[src/hdl/psm_pkg.sv]
// shared types and codes for the packed slot map
// no dependencies; used by every module of the block
package psm_pkg;

  localparam int ENTITY_W  = 10;
  localparam int OP_W      = 2;
  localparam int STATUS_W  = 3;
  localparam int SLOT_O_W  = 8;
  localparam int LIVE_O_W  = 9;
  localparam int IDX_MAX_W = 16;

  localparam logic [OP_W-1:0] OP_CREATE = 2'd0;
  localparam logic [OP_W-1:0] OP_LOOKUP = 2'd1;
  localparam logic [OP_W-1:0] OP_REMOVE = 2'd2;

  localparam logic [STATUS_W-1:0] ST_OK        = 3'd0;
  localparam logic [STATUS_W-1:0] ST_ABSENT    = 3'd1;
  localparam logic [STATUS_W-1:0] ST_DUPLICATE = 3'd2;
  localparam logic [STATUS_W-1:0] ST_INVALID   = 3'd3;
  localparam logic [STATUS_W-1:0] ST_FULL      = 3'd4;

  // write commands for the entity-indexed stores
  typedef struct packed {
    logic                 pres_we;
    logic                 pres_val;
    logic [IDX_MAX_W-1:0] pres_idx;
    logic                 slot_we;
    logic [IDX_MAX_W-1:0] slot_idx;
    logic [IDX_MAX_W-1:0] slot_val;
  } map_wr_t;

  // write command for the dense entity array
  typedef struct packed {
    logic                 we;
    logic [IDX_MAX_W-1:0] idx;
    logic [ENTITY_W-1:0]  data;
  } dense_wr_t;

endpackage

[src/hdl/psm_dense.sv]
// dense array of entity ids indexed by slot
// depends on psm_pkg; one write port and one registered read port
module psm_dense #(
  parameter int DEPTH = 256,
  parameter int IDX_W = 8
) (
  input  logic                          clk,
  input  logic                          rd_en,
  input  logic [IDX_W-1:0]              rd_idx,
  input  psm_pkg::dense_wr_t            wr,
  output logic [psm_pkg::ENTITY_W-1:0]  rd_q
);

  logic [psm_pkg::ENTITY_W-1:0] mem [DEPTH];

  always_ff @(posedge clk) begin
    if (wr.we) begin
      mem[wr.idx[IDX_W-1:0]] <= wr.data;
    end
  end

  always_ff @(posedge clk) begin
    if (rd_en) begin
      rd_q <= mem[rd_idx];
    end
  end

endmodule

[config.mk]
export PLATFORM = sky130hd
export DESIGN_NAME = psm_dense
export DESIGN_NICKNAME = d
export VERILOG_FILES = /design/src/hdl/psm_pkg.sv /design/src/hdl/psm_dense.sv
export SDC_FILE = /design/constraint.sdc
export NUM_CORES = 2
export LEC_CHECK = 0
export ABC_AREA = 1
export BUFFER_PORTS_ARGS = -buffer_cell sky130_fd_sc_hd__buf_4
export CAP_MARGIN = 20
export CORE_ASPECT_RATIO = 1.25
export CORE_MARGIN = 3
export CORE_UTILIZATION = 55
export DETAILED_ROUTE_END_ITERATION = 7
export HOLD_SLACK_MARGIN = 0.08
export PLACE_DENSITY = 0.71
export SYNTH_ARGS = -nofsm -noshare
export SYNTH_HDL_FRONTEND = slang
export SYNTH_SLANG_ARGS = --single-unit
[constraint.sdc]
create_clock -name clk -period 2.4 [get_ports clk]
set_input_delay 0.48 -clock clk [delete_from_list [all_inputs] [get_ports clk]]
set_output_delay 0.48 -clock clk [all_outputs]
set_load 0.02 [all_outputs]
## Word level (Yosys, flattened, before mapping)

Memories as Yosys holds them, arrays and structs flattened. A register that Yosys moved wholly into a read port is not among the register bits.
Cells that the tools add are included.

- Register bits: 0
- RAM bits: 2560
- Bits of input ports: 37
- Output and inout port bits: 10
- Word-level logic and storage cells: 3
- Memories kept: 1

Memory list:

| name | words | width | read ports | clocked after memory_dff | write ports | line | source |
|---|---|---|---|---|---|---|---|
| mem | 256 | 10 | 1 | 1 | 1 | psm_dense.sv:14 | `logic [psm_pkg::ENTITY_W-1:0] mem [DEPTH];` |

- Muxes and demuxes: 2

Operators by type and width:

| kind | count |
|---|---|
| 1-bit two-way mux | 2 |

## Longest topological paths before layout

- Depth in word-level cells: 2
- Gate-level depth with buffers: 14
- Mapped depth without buffers: 11

## Least setup slack after synthesis

OpenSTA, ideal clock, no wires.

- Path type: in2reg
- Start: in wr[26] (netlist name)
- End: mem mem[162][0] (netlist name) (enable)
- Setup time: 376 ps
- Arrival time: 1684 ps
- Data required time: 2024 ps
- Setup slack: 340 ps
- Stages: 4
- Path buffers: 2
- Path through: clkbuf_1 > nand3_1 > clkbuf_1 > nor2_1

- Longest elaborated chain between the ends: 2

Ends and longest elaborated chain:

| element | line | source |
|---|---|---|
| start: declaration | psm_dense.sv:10 | `input psm_pkg::dense_wr_t wr,` |
| 1-bit two-way mux | psm_dense.sv:17 | `if (wr.we) begin` |
| 1-bit two-way mux (implied by the code) | psm_dense.sv:18 | `mem[wr.idx[IDX_W-1:0]] <= wr.data;` |
| end: declaration | psm_dense.sv:14 |  |

No other way between the ends.

==> results_dict.tcl <==
set metrics [dict create \
    fmaxAchievable_mhz 470 \
    viasPerCell 5.97 \
    yosys-top-cells-count "nand2_1 (2645), edfxtp_1 (2570), nand3_1 (2523), buf_2 (334), nor2_1 (283)" \
    cpPeakStageDelay_ns 0.23 \
    h-tree-depth 4 \
    fillers 13433 \
    synth-simple-area-share_pct 22.7 \
    wl_um 279000 \
    worstPathArrival_ns 2.86 \
    synth-xor-area-share_pct 0 \
    drt_pass1_iterations 6 \
    p_leak_uw 0.0427 \
    setup.worst_path.class "in -> reg" \
    worst_pin_slew_ns 0.718 \
    hold_viol 0 \
    cts_tree "yes" \
    place.port_buffers 38 \
    vdd_ir_drop_max_mv 0.739 \
    synth-main-ff-cell "edfxtp_1" \
    maxSlewViolCount 0 \
    fp.coreArea_sq_um 187000 \
    ant_nets 0 \
    crit_required_ns 3.13 \
    synth_cell_type_count 11 \
    clock_path_buffers 3 \
    wl_per_cell_um 23.7 \
    drtIter0Drc 9727 \
    finalSetupViolations 0 \
    clk_pin_slew_worst_paths_ns 0.06 \
    synth.avg_cell_area_sq_um 12.0 \
    clockRootBuffer "clkbuf_16" \
    slowest_stage "inv_8" \
    antenna_found_initial 12 \
    synth_edf_count 2570 \
    synthesis.area_sq_um 104000 \
    gp_congestion 0.947 \
    r2r-start "mem[217][4]" \
    netlist.top_cell.by_area "edfxtp_1" \
    drc 0 \
    synthCells 8656 \
    hp-start "wr[7]" \
    grt-ovfl-total 0 \
    hpwl_um 173000 \
    clk_latency_ns 0.87 \
    power_uw 91400 \
    min_period_ns 2.13 \
    grt_max_degree 87 \
    die_height_um 492 \
    grt_util_all_layers_pct 28.5 \
    preCtsSetupSlack_ns -0.502 \
    timing.slew.headroom_pct 52.1 \
    hold_class "in -> reg" \
    startpoint "rd_idx[0]" \
    design.die.area_sq_um 194000 \
    area_growth_pct 15.1 \
    synth_top_family_by_area "simple AND/OR/NAND/NOR gates" \
    status "finished clean" \
    yosysTopAreaCellShare_pct 74.3 \
    crit_path_frequent_cell "nand3_1" \
    tritoncts_num_sinks 2570 \
    synth-async-reset-ratio_pct 0 \
    yosys_warnings 0 \
    synth-compound-area-share_pct 0 \
    num_rows 177 \
    maxCapViolations 0 \
    num_vias 70304 \
    ios 47 \
    power.density_nw_per_um2 765 \
    start_util_pct 55.5 \
    skew_ns 0.0260 \
    cp_max_fo 44 \
    setup.worst_path.end_class "register" \
    cts_made_buffers 227 \
    post-route-period-util_pct 88.7 \
    final_core_util_pct 63.9 \
    fin_setup_tns_ns 0 \
    ys_seq_elements 2570 \
    timing.final.ws_setup_ns 0.270 \
    cp-start-kind "input pin" \
    drive_gt1_share_pct 11.9 \
    grt_pass1_wl_um 418000 \
    synthAdderAreaFrac_pct 0 \
    die_w_um 395 \
    synth.area.mux_share_pct 0 \
    yosysMostFrequentCell "nand2_1" \
    rsz0062_at_grt "false" \
    grt_pass1_vias 67594 \
    synth_fp_nets 8693 \
    crit_path_cell_trace "buf_8, inv_8, buf_4, buf_12, nand2_1, nand3_1, nand3_1, nand3_1, nand3_1, nand3_1, nand3_1, nand2_1, nand2_1, nand2_1" \
    nets 9124 \
    synth_area_leaders "edfxtp_1 (74%), nand3_1 (12%), nand2_1 (9.6%)" \
    ys_seq_area_share_pct 74.3 \
]
## kinds of logic after synthesis
family | after synthesis
buffers and inverters | 635
and+or+nand+nor | 5451
DFF | 2570
## worst max-delay path: cells and delay by family
kind,cells,cell delay [ns]
buffers and inverters,4,0.82
AND/OR/NAND/NOR,10,1.50
## sequential cells by signal (all words and copies together) (netlist names)
| signal | flops |
|---|---|
| rd_q | 10 |
| mem | 2560 |
## routing by layer
metal  track usage (%)  routed length, um  up-vias
li1                  -                  -    31659
met1              38.2             103000    34010
met2              45.9             133000     3915
met3              4.18              27200      708
met4              14.2              16000       12
met5                 0                 89        -
## timing repair
action,CTS,global route
resized for setup,0,0
buffers inserted,0,0
hold buffers,11,0
hold endpoints to repair,270,0
## layout make-up
type	instances	area [sq um]	area share, %
diodes	4	10.0	0.00838
clock buffers	279	5960	4.99
clock inverters	139	1230	1.03
inverters	39	174	0.146
multi-input cells	5451	23600	19.8
flip-flops and latches	2570	77200	64.6
well taps	2506	3140	2.62
repair buffers	798	8160	6.83
## placed cells by master, fill, tap and decap left out, drive strengths merged
cell type / count
dlygate4sd3: 11
clkbuf: 279
bufinv: 20
diode: 4
nand3: 2523
nor2: 283
inv: 45
clkinv: 112
edfxtp: 2570
clkinvlp: 1
buf: 787
nand2: 2645
## path summary, 6_finish.rpt
| check | cells past startpoint | end | slack, ns |
|---|---|---|---|
| hold / removal | 1 | mem[180][7] | 0.14 |
| setup / recovery | 14 | rd_q[4] | 0.27 |
| setup reg to reg | 10 | rd_q[4] | 0.33 |
| hold reg to reg | 10 | rd_q[8] | 1.09 |
## power by group
part | total, uW | switching, uW | internal (uW)
logic | 6310 | 4410 | 1900
registers | 49500 | 46.4 | 49500
clock network | 35500 | 15800 | 19700
## per-stage QoR
step | hold slack (ns) | cells | area, sq um
after CTS | 0.0998 | 11782 | 119000
final | 0.136 | 11786 | 119000
after detailed placement | 0.820 | 11353 | 112000
after global routing | 0.121 | 11783 | 119000
after floorplan | 0.579 | 8656 | 104000
after global placement | 0.820 | 11353 | 112000
Note: power is estimated with default switching activity, not from simulation.
